File: src/rtl/cslc_pkg.sv
// Types and constants of the current sense level classifier.
package cslc_pkg;

    localparam int unsigned MEASURE_SAMPLES = 16;
    localparam int unsigned ZERO_SAMPLES    = 64;
    localparam int unsigned ADC_LOW_LIMIT   = 5;
    localparam int unsigned ADC_HIGH_LIMIT  = 1018;

    localparam int unsigned SAMPLE_W    = 10;
    localparam int unsigned SUM_W       = 18;
    localparam int unsigned COUNT_W     = 8;
    localparam int unsigned CODE_W      = 16;
    localparam int unsigned MA_W        = 17;
    localparam int unsigned CUR_W       = 18;
    localparam int unsigned STATUS_W    = 3;
    localparam int unsigned CFG_INDEX_W = 3;
    localparam int unsigned CFG_DATA_W  = 17;

    // burst end: count reaches samples + 1
    localparam logic [COUNT_W:0] MEAS_LAST = (COUNT_W+1)'(MEASURE_SAMPLES + 1);
    localparam logic [COUNT_W:0] ZERO_LAST = (COUNT_W+1)'(ZERO_SAMPLES + 1);

    // average = (sum * 64) / n through a reciprocal, exact for 24-bit operands
    localparam int unsigned RECIP_SHIFT = 32;
    localparam int unsigned RECIP_W     = 33;
    localparam int unsigned SCALED_W    = SUM_W + 6;
    localparam int unsigned AVG_PROD_W  = SCALED_W + RECIP_W;
    localparam logic [63:0] RECIP_ONE   = 64'd1 << RECIP_SHIFT;
    localparam logic [RECIP_W-1:0] MEAS_RECIP =
        RECIP_W'((RECIP_ONE + 64'(MEASURE_SAMPLES) - 64'd1) / 64'(MEASURE_SAMPLES));
    localparam logic [RECIP_W-1:0] ZERO_RECIP =
        RECIP_W'((RECIP_ONE + 64'(ZERO_SAMPLES) - 64'd1) / 64'(ZERO_SAMPLES));

    localparam logic [SUM_W-1:0] MEAS_LOW_SUM  = SUM_W'(ADC_LOW_LIMIT * MEASURE_SAMPLES);
    localparam logic [SUM_W-1:0] MEAS_HIGH_SUM = SUM_W'(ADC_HIGH_LIMIT * MEASURE_SAMPLES);
    localparam logic [SUM_W-1:0] ZERO_LOW_SUM  = SUM_W'(ADC_LOW_LIMIT * ZERO_SAMPLES);
    localparam logic [SUM_W-1:0] ZERO_HIGH_SUM = SUM_W'(ADC_HIGH_LIMIT * ZERO_SAMPLES);

    localparam int unsigned QUEUE_DEPTH = 4;
    localparam int unsigned QUEUE_PTR_W = 2;
    localparam int unsigned QUEUE_CNT_W = 3;

    localparam logic [STATUS_W-1:0] ST_VALID  = 3'd0;
    localparam logic [STATUS_W-1:0] ST_HIGH   = 3'd1;
    localparam logic [STATUS_W-1:0] ST_WARN   = 3'd2;
    localparam logic [STATUS_W-1:0] ST_RANGE  = 3'd3;
    localparam logic [STATUS_W-1:0] ST_ADCERR = 3'd4;

    typedef enum logic [0:0] {
        KIND_MEASURE,
        KIND_ZERO
    } t_kind;

    typedef enum logic [1:0] {
        LVL_VALID,
        LVL_HIGH,
        LVL_WARN
    } t_level;

    typedef enum logic [CFG_INDEX_W-1:0] {
        CFG_ZERO_CODE,
        CFG_GAIN,
        CFG_MAX_ABS,
        CFG_WARN_SET,
        CFG_WARN_CLEAR,
        CFG_HIGH_SET,
        CFG_HIGH_CLEAR
    } t_cfg_index;

    typedef struct packed {
        t_kind            kind;
        logic [SUM_W-1:0] sum;
    } t_token;

    typedef struct packed {
        logic [CODE_W-1:0] zero_code;
        logic [CODE_W-1:0] gain;
        logic [MA_W-1:0]   max_abs;
        logic [MA_W-1:0]   warn_set;
        logic [MA_W-1:0]   warn_clear;
        logic [MA_W-1:0]   high_set;
        logic [MA_W-1:0]   high_clear;
    } t_cfg;

endpackage

File: src/rtl/cslc_front.sv
// Front end: burst tracking and sample accumulation, emits one token per burst.
module cslc_front
    import cslc_pkg::*;
(
    input  logic                i_clk,
    input  logic                i_rst_n,
    input  logic                i_in_valid,
    input  logic                i_full,
    input  logic                i_opcode,
    input  logic [SAMPLE_W-1:0] i_sample,
    output logic                o_push,
    output t_token              o_token
);

    t_kind              r_kind,  n_kind;
    logic [COUNT_W-1:0] r_count, n_count;
    logic [SUM_W-1:0]   r_sum,   n_sum;

    t_kind              w_kind;
    logic               w_accept;
    logic [COUNT_W-1:0] w_count;
    logic [SUM_W-1:0]   w_sum;
    logic [SUM_W-1:0]   w_add;
    logic [COUNT_W:0]   w_next;
    logic [COUNT_W:0]   w_last;

    always_comb begin
        w_kind   = t_kind'(i_opcode);
        w_accept = i_in_valid && !i_full;
        // opcode change drops the running burst
        w_count  = (w_kind != r_kind) ? '0 : r_count;
        w_sum    = (w_kind != r_kind) ? '0 : r_sum;
        w_add    = w_sum + SUM_W'(i_sample);
        w_next   = {1'b0, w_count} + 1'b1;
        w_last   = (w_kind == KIND_ZERO) ? ZERO_LAST : MEAS_LAST;

        n_kind  = r_kind;
        n_count = r_count;
        n_sum   = r_sum;
        o_push  = 1'b0;
        o_token.kind = w_kind;
        o_token.sum  = w_add;

        if (w_accept) begin
            n_kind = w_kind;
            if (w_count == '0) begin
                n_count = COUNT_W'(1);
                n_sum   = '0;
            end else if (w_next == w_last) begin
                o_push  = 1'b1;
                n_count = '0;
                n_sum   = '0;
            end else begin
                n_count = w_next[COUNT_W-1:0];
                n_sum   = w_add;
            end
        end
    end

    always_ff @(posedge i_clk) begin
        if (!i_rst_n) begin
            r_kind  <= KIND_MEASURE;
            r_count <= '0;
            r_sum   <= '0;
        end else begin
            r_kind  <= n_kind;
            r_count <= n_count;
            r_sum   <= n_sum;
        end
    end

endmodule

File: src/rtl/cslc_queue.sv
// Short token queue between front end and back end.
module cslc_queue
    import cslc_pkg::*;
(
    input  logic   i_clk,
    input  logic   i_rst_n,
    input  logic   i_push,
    input  t_token i_token,
    input  logic   i_pop,
    output logic   o_valid,
    output logic   o_full,
    output t_token o_token
);

    t_token                 r_mem [QUEUE_DEPTH];
    logic [QUEUE_PTR_W-1:0] r_wr_ptr, n_wr_ptr;
    logic [QUEUE_PTR_W-1:0] r_rd_ptr, n_rd_ptr;
    logic [QUEUE_CNT_W-1:0] r_count,  n_count;

    logic w_push;
    logic w_pop;

    always_comb begin
        o_valid  = (r_count != '0);
        o_full   = (r_count == QUEUE_CNT_W'(QUEUE_DEPTH));
        o_token  = r_mem[r_rd_ptr];
        w_push   = i_push && !o_full;
        w_pop    = i_pop && o_valid;
        n_wr_ptr = w_push ? r_wr_ptr + 1'b1 : r_wr_ptr;
        n_rd_ptr = w_pop ? r_rd_ptr + 1'b1 : r_rd_ptr;
        n_count  = r_count + QUEUE_CNT_W'(w_push) - QUEUE_CNT_W'(w_pop);
    end

    always_ff @(posedge i_clk) begin
        if (w_push) begin
            r_mem[r_wr_ptr] <= i_token;
        end
    end

    always_ff @(posedge i_clk) begin
        if (!i_rst_n) begin
            r_wr_ptr <= '0;
            r_rd_ptr <= '0;
            r_count  <= '0;
        end else begin
            r_wr_ptr <= n_wr_ptr;
            r_rd_ptr <= n_rd_ptr;
            r_count  <= n_count;
        end
    end

endmodule

File: src/rtl/cslc_back.sv
// Back end: average, zero learning, current scaling and level hysteresis.
module cslc_back
    import cslc_pkg::*;
(
    input  logic                i_clk,
    input  logic                i_rst_n,
    input  t_cfg                i_cfg,
    input  logic                i_q_valid,
    input  t_token              i_q_token,
    output logic                o_q_pop,
    input  logic                i_out_stall,
    output logic                o_out_valid,
    output logic [CUR_W-1:0]    o_current_ma,
    output logic [CODE_W-1:0]   o_average_code,
    output logic [STATUS_W-1:0] o_status
);

    function automatic t_level f_next_level(t_level lvl, logic [CUR_W-1:0] amag, t_cfg cfg);
        t_level res;
        res = lvl;
        if (lvl == LVL_WARN) begin
            if (amag < {1'b0, cfg.warn_clear}) begin
                res = (amag >= {1'b0, cfg.high_set}) ? LVL_HIGH : LVL_VALID;
            end
        end else if (amag >= {1'b0, cfg.warn_set}) begin
            res = LVL_WARN;
        end else if (lvl == LVL_HIGH) begin
            if (amag < {1'b0, cfg.high_clear}) begin
                res = LVL_VALID;
            end
        end else if (amag >= {1'b0, cfg.high_set}) begin
            res = LVL_HIGH;
        end
        return res;
    endfunction

    logic w_en;

    // stage A: scaled sum times reciprocal, plausibility
    logic                  r_a_valid;
    t_kind                 r_a_kind;
    logic                  r_a_plaus;
    logic [AVG_PROD_W-1:0] r_a_prod;
    logic                  w_a_plaus;
    logic [AVG_PROD_W-1:0] w_a_prod;
    logic [RECIP_W-1:0]    w_recip;
    logic [SUM_W-1:0]      w_low;
    logic [SUM_W-1:0]      w_high;

    // stage B: offset times gain
    logic                    r_b_valid;
    logic                    r_b_plaus;
    logic [CODE_W-1:0]       r_b_avg;
    logic signed [2*MA_W-1:0] r_b_prod;
    logic [CODE_W-1:0]       w_a_avg;
    logic [CODE_W-1:0]       w_zero;
    logic signed [MA_W-1:0]  w_diff;
    logic signed [2*MA_W-1:0] w_prod;
    logic [CODE_W-1:0]       r_learned_zero;
    logic                    r_zero_learned;

    // stage C: rounding, saturation, classification
    logic                  r_c_valid;
    logic [CUR_W-1:0]      r_c_current;
    logic [CODE_W-1:0]     r_c_avg;
    logic [STATUS_W-1:0]   r_c_status;
    t_level                r_level;
    logic                  w_neg;
    logic [2*MA_W-1:0]     w_abs;
    logic [2*MA_W-1:0]     w_rnd;
    logic [2*MA_W-15:0]    w_mag;
    logic [CUR_W-1:0]      w_amag;
    logic [CUR_W-1:0]      w_cur;
    logic                  w_range;
    t_level                w_level;
    logic [CUR_W-1:0]      w_c_current;
    logic [STATUS_W-1:0]   w_c_status;
    logic                  w_lvl_upd;

    always_comb begin
        w_en    = !r_c_valid || !i_out_stall;
        o_q_pop = w_en && i_q_valid;

        w_recip  = (i_q_token.kind == KIND_ZERO) ? ZERO_RECIP : MEAS_RECIP;
        w_low    = (i_q_token.kind == KIND_ZERO) ? ZERO_LOW_SUM : MEAS_LOW_SUM;
        w_high   = (i_q_token.kind == KIND_ZERO) ? ZERO_HIGH_SUM : MEAS_HIGH_SUM;
        w_a_prod = AVG_PROD_W'({i_q_token.sum, 6'b0}) * AVG_PROD_W'(w_recip);
        w_a_plaus = !((i_q_token.sum < w_low) || (i_q_token.sum > w_high));

        w_a_avg = r_a_prod[RECIP_SHIFT +: CODE_W];
        w_zero  = r_zero_learned ? r_learned_zero : i_cfg.zero_code;
        w_diff  = $signed({1'b0, w_a_avg}) - $signed({1'b0, w_zero});
        w_prod  = (2*MA_W)'(w_diff) * (2*MA_W)'($signed({1'b0, i_cfg.gain}));

        w_neg = r_b_prod[2*MA_W-1];
        w_abs = w_neg ? (2*MA_W)'(-r_b_prod) : (2*MA_W)'(r_b_prod);
        w_rnd = w_abs + (2*MA_W)'(8192);
        w_mag = w_rnd[2*MA_W-1:14];
        if (w_neg) begin
            w_amag = (w_mag > (2*MA_W-14)'(131072)) ? CUR_W'(131072) : w_mag[CUR_W-1:0];
        end else begin
            w_amag = (w_mag > (2*MA_W-14)'(131071)) ? CUR_W'(131071) : w_mag[CUR_W-1:0];
        end
        w_cur   = w_neg ? (~w_amag + 1'b1) : w_amag;
        w_range = (w_amag > {1'b0, i_cfg.max_abs});
        w_level = f_next_level(r_level, w_amag, i_cfg);

        w_lvl_upd = 1'b0;
        if (!r_b_plaus) begin
            w_c_current = '0;
            w_c_status  = ST_ADCERR;
        end else if (w_range) begin
            w_c_current = w_cur;
            w_c_status  = ST_RANGE;
        end else begin
            w_c_current = w_cur;
            w_c_status  = {1'b0, w_level};
            w_lvl_upd   = 1'b1;
        end
    end

    always_ff @(posedge i_clk) begin
        if (w_en) begin
            r_a_kind    <= i_q_token.kind;
            r_a_plaus   <= w_a_plaus;
            r_a_prod    <= w_a_prod;
            r_b_plaus   <= r_a_plaus;
            r_b_avg     <= w_a_avg;
            r_b_prod    <= w_prod;
            r_c_current <= w_c_current;
            r_c_avg     <= r_b_avg;
            r_c_status  <= w_c_status;
        end
    end

    always_ff @(posedge i_clk) begin
        if (!i_rst_n) begin
            r_a_valid      <= 1'b0;
            r_b_valid      <= 1'b0;
            r_c_valid      <= 1'b0;
            r_learned_zero <= '0;
            r_zero_learned <= 1'b0;
            r_level        <= LVL_VALID;
        end else if (w_en) begin
            r_a_valid <= i_q_valid;
            r_b_valid <= r_a_valid && (r_a_kind == KIND_MEASURE);
            r_c_valid <= r_b_valid;
            if (r_a_valid && (r_a_kind == KIND_ZERO) && r_a_plaus) begin
                r_learned_zero <= w_a_avg;
                r_zero_learned <= 1'b1;
            end
            if (r_b_valid && w_lvl_upd) begin
                r_level <= w_level;
            end
        end
    end

    assign o_out_valid    = r_c_valid;
    assign o_current_ma   = r_c_current;
    assign o_average_code = r_c_avg;
    assign o_status       = r_c_status;

endmodule

File: src/rtl/current_sense_level_classifier.sv
// Top level of the current sense level classifier: config registers and datapath.
//
// Input channel: i_in_valid / o_in_stall carry one ADC sample (i_sample) and its
// burst kind (i_opcode, 0 measure, 1 zero calibration) per transfer. A change of
// opcode starts a new burst; the first sample of a burst is discarded.
// Output channel: o_out_valid / i_out_stall carry one result per measure burst:
// o_current_ma, o_average_code and o_status. Zero bursts give no result.
// Throughput: one sample per cycle while the token queue is not full. The front end needs one add per sample; the
// back end pipeline (reciprocal multiply, gain multiply, classify) takes a burst.
// The token of a burst's last sample passes the queue and back end stages A, B
// and C before the result is valid. A 4-entry token queue separates the two
// halves; a stalled output holds its result and the pipeline behind it, and
// the input stalls only once the queue fills.
// Reset (synchronous, active low) restores register defaults, clears the
// running burst, the learned zero and the load level, and empties the pipeline.
// Config writes (i_cfg_we, i_cfg_index, i_cfg_data) take effect at the next edge;
// indexes beyond the last register are ignored.
module current_sense_level_classifier
    import cslc_pkg::*;
(
    input  logic                   i_clk,
    input  logic                   i_rst_n,
    input  logic                   i_cfg_we,
    input  logic [CFG_INDEX_W-1:0] i_cfg_index,
    input  logic [CFG_DATA_W-1:0]  i_cfg_data,
    input  logic                   i_in_valid,
    output logic                   o_in_stall,
    input  logic                   i_opcode,
    input  logic [SAMPLE_W-1:0]    i_sample,
    output logic                   o_out_valid,
    input  logic                   i_out_stall,
    output logic [CUR_W-1:0]       o_current_ma,
    output logic [CODE_W-1:0]      o_average_code,
    output logic [STATUS_W-1:0]    o_status
);

    t_cfg   r_cfg;
    logic   w_push;
    t_token w_push_token;
    logic   w_q_valid;
    logic   w_q_full;
    t_token w_q_token;
    logic   w_q_pop;

    always_ff @(posedge i_clk) begin
        if (!i_rst_n) begin
            r_cfg.zero_code  <= CODE_W'(32768);
            r_cfg.gain       <= CODE_W'(6758);
            r_cfg.max_abs    <= MA_W'(5000);
            r_cfg.warn_set   <= MA_W'(4500);
            r_cfg.warn_clear <= MA_W'(4000);
            r_cfg.high_set   <= MA_W'(3000);
            r_cfg.high_clear <= MA_W'(2500);
        end else if (i_cfg_we) begin
            unique case (t_cfg_index'(i_cfg_index))
                CFG_ZERO_CODE:  r_cfg.zero_code  <= i_cfg_data[CODE_W-1:0];
                CFG_GAIN:       r_cfg.gain       <= i_cfg_data[CODE_W-1:0];
                CFG_MAX_ABS:    r_cfg.max_abs    <= i_cfg_data[MA_W-1:0];
                CFG_WARN_SET:   r_cfg.warn_set   <= i_cfg_data[MA_W-1:0];
                CFG_WARN_CLEAR: r_cfg.warn_clear <= i_cfg_data[MA_W-1:0];
                CFG_HIGH_SET:   r_cfg.high_set   <= i_cfg_data[MA_W-1:0];
                CFG_HIGH_CLEAR: r_cfg.high_clear <= i_cfg_data[MA_W-1:0];
                default: begin
                end
            endcase
        end
    end

    assign o_in_stall = w_q_full;

    cslc_front u_front (
        .i_clk      (i_clk),
        .i_rst_n    (i_rst_n),
        .i_in_valid (i_in_valid),
        .i_full     (w_q_full),
        .i_opcode   (i_opcode),
        .i_sample   (i_sample),
        .o_push     (w_push),
        .o_token    (w_push_token)
    );

    cslc_queue u_queue (
        .i_clk   (i_clk),
        .i_rst_n (i_rst_n),
        .i_push  (w_push),
        .i_token (w_push_token),
        .i_pop   (w_q_pop),
        .o_valid (w_q_valid),
        .o_full  (w_q_full),
        .o_token (w_q_token)
    );

    cslc_back u_back (
        .i_clk          (i_clk),
        .i_rst_n        (i_rst_n),
        .i_cfg          (r_cfg),
        .i_q_valid      (w_q_valid),
        .i_q_token      (w_q_token),
        .o_q_pop        (w_q_pop),
        .i_out_stall    (i_out_stall),
        .o_out_valid    (o_out_valid),
        .o_current_ma   (o_current_ma),
        .o_average_code (o_average_code),
        .o_status       (o_status)
    );

endmodule

File: config.mk
export PLATFORM = sky130hd
export DESIGN_NAME = current_sense_level_classifier
export DESIGN_NICKNAME = d
export VERILOG_FILES = /design/src/rtl/cslc_pkg.sv /design/src/rtl/cslc_front.sv /design/src/rtl/cslc_queue.sv /design/src/rtl/cslc_back.sv /design/src/rtl/current_sense_level_classifier.sv
export SDC_FILE = /design/constraint.sdc
export NUM_CORES = 1
export LEC_CHECK = 0
export ABC_CLOCK_PERIOD_IN_PS = 20800
export CAP_MARGIN = 20
export CORE_MARGIN = 5
export CORE_UTILIZATION = 30
export CTS_BUF_LIST = sky130_fd_sc_hd__clkbuf_2 sky130_fd_sc_hd__clkbuf_4 sky130_fd_sc_hd__clkbuf_8
export CTS_CLUSTER_SIZE = 30
export DETAILED_ROUTE_END_ITERATION = 12
export DONT_BUFFER_PORTS = 1
export PLACE_DENSITY = 0.54
export RECOVER_POWER = 100
export SLEW_MARGIN = 20
export SYNTH_ARGS = -nofsm -noshare
export SYNTH_HDL_FRONTEND = slang
export SYNTH_SLANG_ARGS = --single-unit
File: constraint.sdc
create_clock -name i_clk -period 20.8 [get_ports i_clk]
set_input_delay 1.04 -clock i_clk [delete_from_list [all_inputs] [get_ports i_clk]]
set_output_delay 1.04 -clock i_clk [all_outputs]
set_load 0.1 [all_outputs]
==> results of run 1 <==
[synthesized netlist by cell type (all sizes together) (22+ instances only)]
library cell	count	area (um2)
nor3	40	216
clkbuf	147	552
xor2	35	314
xnor2	66	578
nor2b	56	350
o211ai	38	285
a21oi	189	946
a31oi	33	213
nor2	137	517
fa	286	5730
edfxtp	182	5470
o21ai	72	360
nand4	37	238
dfxtp	175	3500
nand2b	44	275
nand2	497	1870
o22ai	22	138
nand3	49	245
mux2i	22	224
ha	249	3120
a21o	45	338
and2	124	778
inv	490	1840
[cells by family (layout without fill, tap and decap cells)]
logic type / after synthesis / in the layout
and+or+nand+nor: 1077 / 1077
adders and majority gates: 535 / 535
xor gates and xnor gates: 101 / 101
DFF: 357 / 357
other: 1 / 2
AOI/OAI and AO/OA: 588 / 588
muxes: 47 / 47
buffers and inverters: 657 / 659
[worst max-delay path, delay by kind of cell (launching register included)]
kind | cells | cell delay [ns]
AND/OR/NAND/NOR | 5 | 0.75
multiplexers | 1 | 0.43
XOR/XNOR | 1 | 0.16
AO/OA/AOI/OAI | 15 | 3.30
adder cells (fa/ha/maj) | 9 | 4.10
flip-flops | 1 | 0.93
buffers and inverters | 4 | 0.93
[path summary, 6_finish.rpt]
check | from | end | cells past startpoint
worst max-delay path | u_back.r_zero_learned | u_back.r_b_prod[32] | 35
worst min register to register | u_back.r_b_avg[11] | u_back.o_average_code[11] | 0
worst max register to register | u_back.r_zero_learned | u_back.r_b_prod[32] | 35
worst min-delay path | u_back.r_b_avg[11] | u_back.o_average_code[11] | 0
[flip-flops by register name, summed over array words and instances (netlist names), 2 cells and up, named ones only]
signal	cells
r_cfg	117
u_back.o_average_code	16
u_back.o_current_ma	18
u_back.o_status	3
u_back.r_a_prod	16
u_back.r_b_avg	16
u_back.r_b_prod	34
u_back.r_learned_zero	16
u_back.r_level	2
u_front.r_count	8
u_front.r_sum	18
u_queue.r_count	3
u_queue.r_mem	76
u_queue.r_rd_ptr	2
u_queue.r_wr_ptr	2
[cells in the final DEF (no fill, tap or decap), types with 65 or more instances in the layout]
cell type	instances
a21oi_1	188
clkbuf_8	65
nor2_1	131
fa_1	286
dfxtp_1	174
o21ai_0	70
edfxtp_1	182
nand2_1	497
and2_1	113
inv_1	489
ha_1	249
xnor2_1	66
[metal layers]
metal / vias to the layer above / wire (um) / global-route usage
met5: - / 0 / 0
met4: 0 / 1600 / 0.0324
met3: 90 / 4680 / 0.0299
met2: 433 / 39600 / 0.253
met1: 11400 / 36900 / 0.198
li1: 11200 / - / -
[through the flow]
| stage | hold WS [ns] | utilization | std cells | cell area [um2] | setup slack, ns |
|---|---|---|---|---|---|
| floorplan | 0.400 | - | 3364 | 31000 | 11.76 |
| global placement | 0.404 | 0.318 | 4620 | 32500 | 10.42 |
| detailed placement | 0.405 | 0.318 | 4620 | 32500 | 10.31 |
| CTS | 0.387 | 0.332 | 4733 | 33900 | 10.25 |
| global route | 0.411 | 0.331 | 4734 | 33800 | 9.03 |
| finish | 0.419 | 0.331 | 4734 | 33800 | 9.99 |
[layout make-up]
class / count / area (um2)
fill: 10700 / 68400
clock buffer: 94 / 1110
multi-input combinational: 2350 / 19500
clock inverter: 19 / 260
timing repair buffer: 54 / 367
tap: 1368 / 1710
sequential: 357 / 8970
inverter: 492 / 1850
==> results by group, run 1 <==
Status
  – Status: finished with violations
  – Failing checks: max-capacitance violations, max-slew violations

Placed design
  – Routability cong.: 0.827
  – IO buf count: 0
  – Dpl hpwl: 60900 um

Die
  – Core area: 0.102 mm2
  – Chip height: 331 um
  – Die X: 331 um
  – Die area: 0.110 mm2
  – I/O pin count: 75
  – Starting density of the core: 0.303
  – # rows: 117

Route
  – ANT nets after route: 0
  – Via Count: 23100
  – DRC Markers: 0
  – Avg WL per Cell: 17.5 um
  – DRT iter0 DRCs: 1374
  – DRT Pass-1 Iters: 5
  – Total Routed Length: 82800 um
  – Via-to-Cell Ratio: 4.88

Logic synthesis
  – Post-synthesis simple-gate area fraction: 0.167
  – Fraction of synthesized area in multiplexers: 0.0225
  – XOR/XNOR share of the synthesized area: 0.0288
  – Synth Register Bits: 357
  – Complex-gate fraction of the synthesized area: 0.126
  – Ys async rst share: 0
  – Synth warnings: 0
  – Post-synthesis sequential area ratio: 0.290
  – Commonest register cell after synthesis: edfxtp_1
  – Synthesized cell area: 0.0310 mm2
  – EDFF count, synth: 182
  – Synthesized netlist cell count: 3363
  – Synth cell types: 95
  – Synthesized area per cell: 9.21 um2
  – Post-Synth Adder-Cell Area: 0.285
  – Combinational family with the most area after synthesis: adder cells

Clock network
  – CTS buffer count: 61
  – Resized Gates After CTS: 0
  – CTS Hold Bufs: 0
  – Longest Clk Path Bufs: 3
  – CTS tree: yes
  – H-Tree Depth: 2
  – Worst-Skew Late Latency: 0.68 ns
  – Clk pin slew, worst setup/hold paths: 0.06 ns
  – CTS sink count: 357
  – Root Driver: clkbuf_8
  – Post-CTS setup buffer count: 0

Worst setup path
  – Crit path largest cell delay: 0.93 ns
  – Critical Path Most Common Cell: fa_1
  – Critical Path Fanout Max: 17
  – Worst R2R Setup Slack: 9.99 ns
  – Slowest-stage cell, CP: dfxtp_1
  – Crit end category: register
  – Critical Path RT: 21.25 ns
  – CP Class: register to register
  – Crit path arrival time: 11.26 ns
  – CP Launch Type: register

Final layout
  – Antenna diodes: 0
  – Layout cell share with drive strength beyond 1: 0.0633
  – Nets: 3887
  – Area Growth Syn to Fin: 9.16%

STA
  – Fmax: 92.5 MHz
  – Slew headroom: -1.30
  – Measured slew at the worst slew-check pin: 3.45 ns
  – Max-slew violations: 294
  – Worst Skew: 0.0325 ns
  – # setup viols final: 0
  – Tcrit/Tclk final: 0.520
  – Hold Violations, Final: 0
  – RSZ-0062 raised after global routing: no
  – TNS Setup: 0 ns
  – Fin crit period: 10.81 ns

GRT
  – First-pass GRT wire length: 133000 um
  – Total grt overflow: 0
  – Total track usage: 0.149
  – Vias in the first global route: 23100
  – Antenna violations before repair: 2
  – Largest net degree at the start of global routing: 75

Flow run
  – Max Cap Violations: 6

Hold path
  – Hold WC Path Type: register to register
Power of run 1 is not shown: default switching activity piles up to over one toggle a cycle in this logic, so the estimate is an artifact.
==> run 2: changes to the inputs <==
--- a/config.mk
+++ b/config.mk
@@ -5,7 +5,7 @@
 export SDC_FILE = /design/constraint.sdc
 export NUM_CORES = 1
 export LEC_CHECK = 0
-export ABC_CLOCK_PERIOD_IN_PS = 20800
+export ABC_CLOCK_PERIOD_IN_PS = 10000
 export CAP_MARGIN = 20
 export CORE_MARGIN = 5
 export CORE_UTILIZATION = 30
==> constraint.sdc (replaced) <==
create_clock -name i_clk -period 10 [get_ports i_clk]
set_input_delay 0.5 -clock i_clk [delete_from_list [all_inputs] [get_ports i_clk]]
set_output_delay 0.5 -clock i_clk [all_outputs]
set_load 0.1 [all_outputs]
==> run 2 against run 1 <==
- the flow still finishes with violations (max-capacitance violations, max-slew violations)
- fmax grew 17%
- final cell count up 0.57%
- register-to-register slack worse by 9.2 ns
- largest cell class unchanged
==> results by group, run 2 (same netlist as run 1, synthesis figures left out) <==
STA
  – Measured slew at the worst slew-check pin: 4.35 ns (+0.894 ns)
  – Fmax: 108 MHz (+17%)
  – # setup viols final: 0 (unchanged)
  – Worst Skew: 0.0599 ns (+0.0274 ns)
  – Tcrit/Tclk final: 0.924 (+0.405)
  – RSZ-0062 raised after global routing: no
  – Hold Violations, Final: 0 (unchanged)
  – TNS Setup: 0 ns (unchanged)
  – Worst setup margin: 0.757 ns (-9.23 ns)
  – Fin crit period: 9.24 ns (-1.57 ns)
  – Max-slew violations: 314 (+6.8%)
  – Hold Slack: 0.0820 ns (-0.337 ns)
  – Slew headroom: -1.90 (-0.596)

Worst setup path
  – Critical path depth: 35 (unchanged)
  – Critical Path RT: 10.44 ns (-10.81 ns)
  – Critical R2R Capture: u_back.r_b_prod[32]
  – CP bufs+invs: 4 (unchanged)
  – Critical Path Most Common Cell: fa_1
  – Crit end category: register
  – Reg2Reg Depth: 35 (unchanged)
  – R2R Path Start: u_back.r_zero_learned
  – Crit path largest cell delay: 0.55 ns (-0.38 ns)
  – Crit path arrival time: 9.69 ns (-1.57 ns)
  – Critical Path Fanout Max: 10 (-7)
  – Slowest-stage cell, CP: fa_1
  – Top Family by Delay on Critical Path: adder cells
  – CP Launch Type: register
  – CP Class: register to register
  – Worst R2R Setup Slack: 0.76 ns (-9.23 ns)

Final layout
  – Largest regs: r_cfg: 117 flops, u_queue.r_mem: 76 flops, u_back.r_b_prod: 34 flops
  – Commonest cells after routing, fill and taps aside: nand2_1 (497), inv_1 (489), fa_1 (285)
  – Largest register FFs: 117 (unchanged)
  – Area Growth Syn to Fin: 9.79%
  – Largest register by flop count: r_cfg
  – Commonest non-fill, non-tap cell in the layout: nand2_1
  – Layout cell share with drive strength beyond 1: 0.0655 (+0.00225)
  – Final core occ: 0.333 (+0.00190)
  – Nets: 3910 (+0.59%)

Hold path
  – Hold WC Path Type: input port to register
  – Min-Delay Startpoint: i_rst_n
  – WHS Endpoint: u_front.r_sum[11]
  – Hold path depth: 3 (+3)

Clock network
  – CTS buffer count: 60 (-1.6%)
  – Root Driver: clkbuf_8
  – Clk pin slew, worst setup/hold paths: 0.06 ns (about the same)
  – Longest Clk Path Bufs: 3 (unchanged)
  – CTS tree: yes
  – CTS sink count: 357 (unchanged)
  – H-Tree Depth: 2 (unchanged)
  – Worst-Skew Late Latency: 0.68 ns (about the same)
  – Post-CTS setup buffer count: 0 (unchanged)

Route
  – Total Routed Length: 83600 um (+1.0%)
  – Avg WL per Cell: 17.6 um (+0.44%)
  – Via-to-Cell Ratio: 4.86 (-0.43%)
  – DRT Pass-1 Iters: 7 (+2)
  – DRC Markers: 0 (unchanged)
  – ANT nets after route: 0 (unchanged)
  – Via Count: 23100 (+0.13%)
  – DRT iter0 DRCs: 1479 (+7.6%)

GRT
  – First-pass GRT wire length: 134000 um (+0.59%)
  – Antenna violations before repair: 9 (+7)
  – Total track usage: 0.150 (+0.000923)
  – Vias in the first global route: 23400 (+1.3%)
  – Largest net degree at the start of global routing: 94 (+25%)
  – Total grt overflow: 0 (unchanged)

Die
  – Core area: 0.102 mm2 (unchanged)
  – Starting density of the core: 0.303 (unchanged)
  – Die X: 331 um (unchanged)
  – Chip height: 331 um (unchanged)
  – I/O pin count: 75 (unchanged)
  – Die area: 0.110 mm2 (unchanged)
  – # rows: 117 (unchanged)

Placed design
  – DP Worst Slack: 0.318 ns (-9.99 ns)
  – IO buf count: 0 (unchanged)
  – Routability cong.: 0.832 (+0.62%)
  – Dpl hpwl: 62100 um (+2.0%)

Flow run
  – Max Cap Violations: 7 (+1)

Status
  – Status: finished with violations
  – Failing checks: max-capacitance violations, max-slew violations
[run 2: cell count changes in the layout (fill, tap and decap cells not counted), sizes merged]
cell | before | now
clkbuf | 109 | 113
diode | 0 | 5
buf | 39 | 47
dlygate4sd3 | 0 | 20
bufinv | 6 | 0
clkinvlp | 1 | 2
clkinv | 13 | 8
[run 2: worst max-delay path by stage]
| stage | startpoint | end |
|---|---|---|
| after CTS | u_back.r_zero_learned | u_back.r_b_prod[32] |
| after detailed placement | u_back.r_zero_learned | u_back.r_b_prod[32] |
| final | u_back.r_zero_learned | u_back.r_b_prod[32] |
| after global routing | u_back.r_zero_learned | u_back.r_b_prod[33] |
| after floorplan | u_back.r_zero_learned | u_back.r_b_prod[32] |
| after global placement | u_back.r_zero_learned | u_back.r_b_prod[32] |
[run 2: routing by layer]
layer / vias up / track usage / share of wire
met4: 0 / 0.0330 / 0.019
met2: 446 / 0.256 / 0.48
met3: 108 / 0.0290 / 0.052
li1: 11200 / - / -
met1: 11400 / 0.199 / 0.45
met5: - / 0 / 0
[run 2: final cells by class]
cell class	instances	area, um2
repair buffers	78	607
clock inverters	9	73.8
well taps	1368	1710
diodes	5	12.5
fillers	10700	68200
multi-input cells	2350	19600
inverters	492	1850
clock buffers	102	1220
flip-flops and latches	357	8970
[run 2: worst register-to-register path: cells and delay by family (launching register included)]
kind	cells	cell delay, ns
AO/OA/AOI/OAI	17	3.27
adder cells (fa/ha/maj)	9	4.09
AND/OR/NAND/NOR	4	0.66
buffers and inverters	4	0.21
multiplexers	1	0.35
flip-flops	1	0.41
[run 2: per-stage QoR]
step	instances	instance area [um2]
4_1_cts	4756	34100
3_3_place_gp	4624	32500
5_1_grt	4759	34000
6_report	4761	34000
2_1_floorplan	3364	31000
3_5_place_dp	4624	32500
[run 2: repair_timing]
action,CTS,global route
hold buffers,21,0
hold endpoints to repair,129,0
gates resized for setup,0,14
setup endpoints to repair,0,10
Power of run 2 is left out for the same reason.
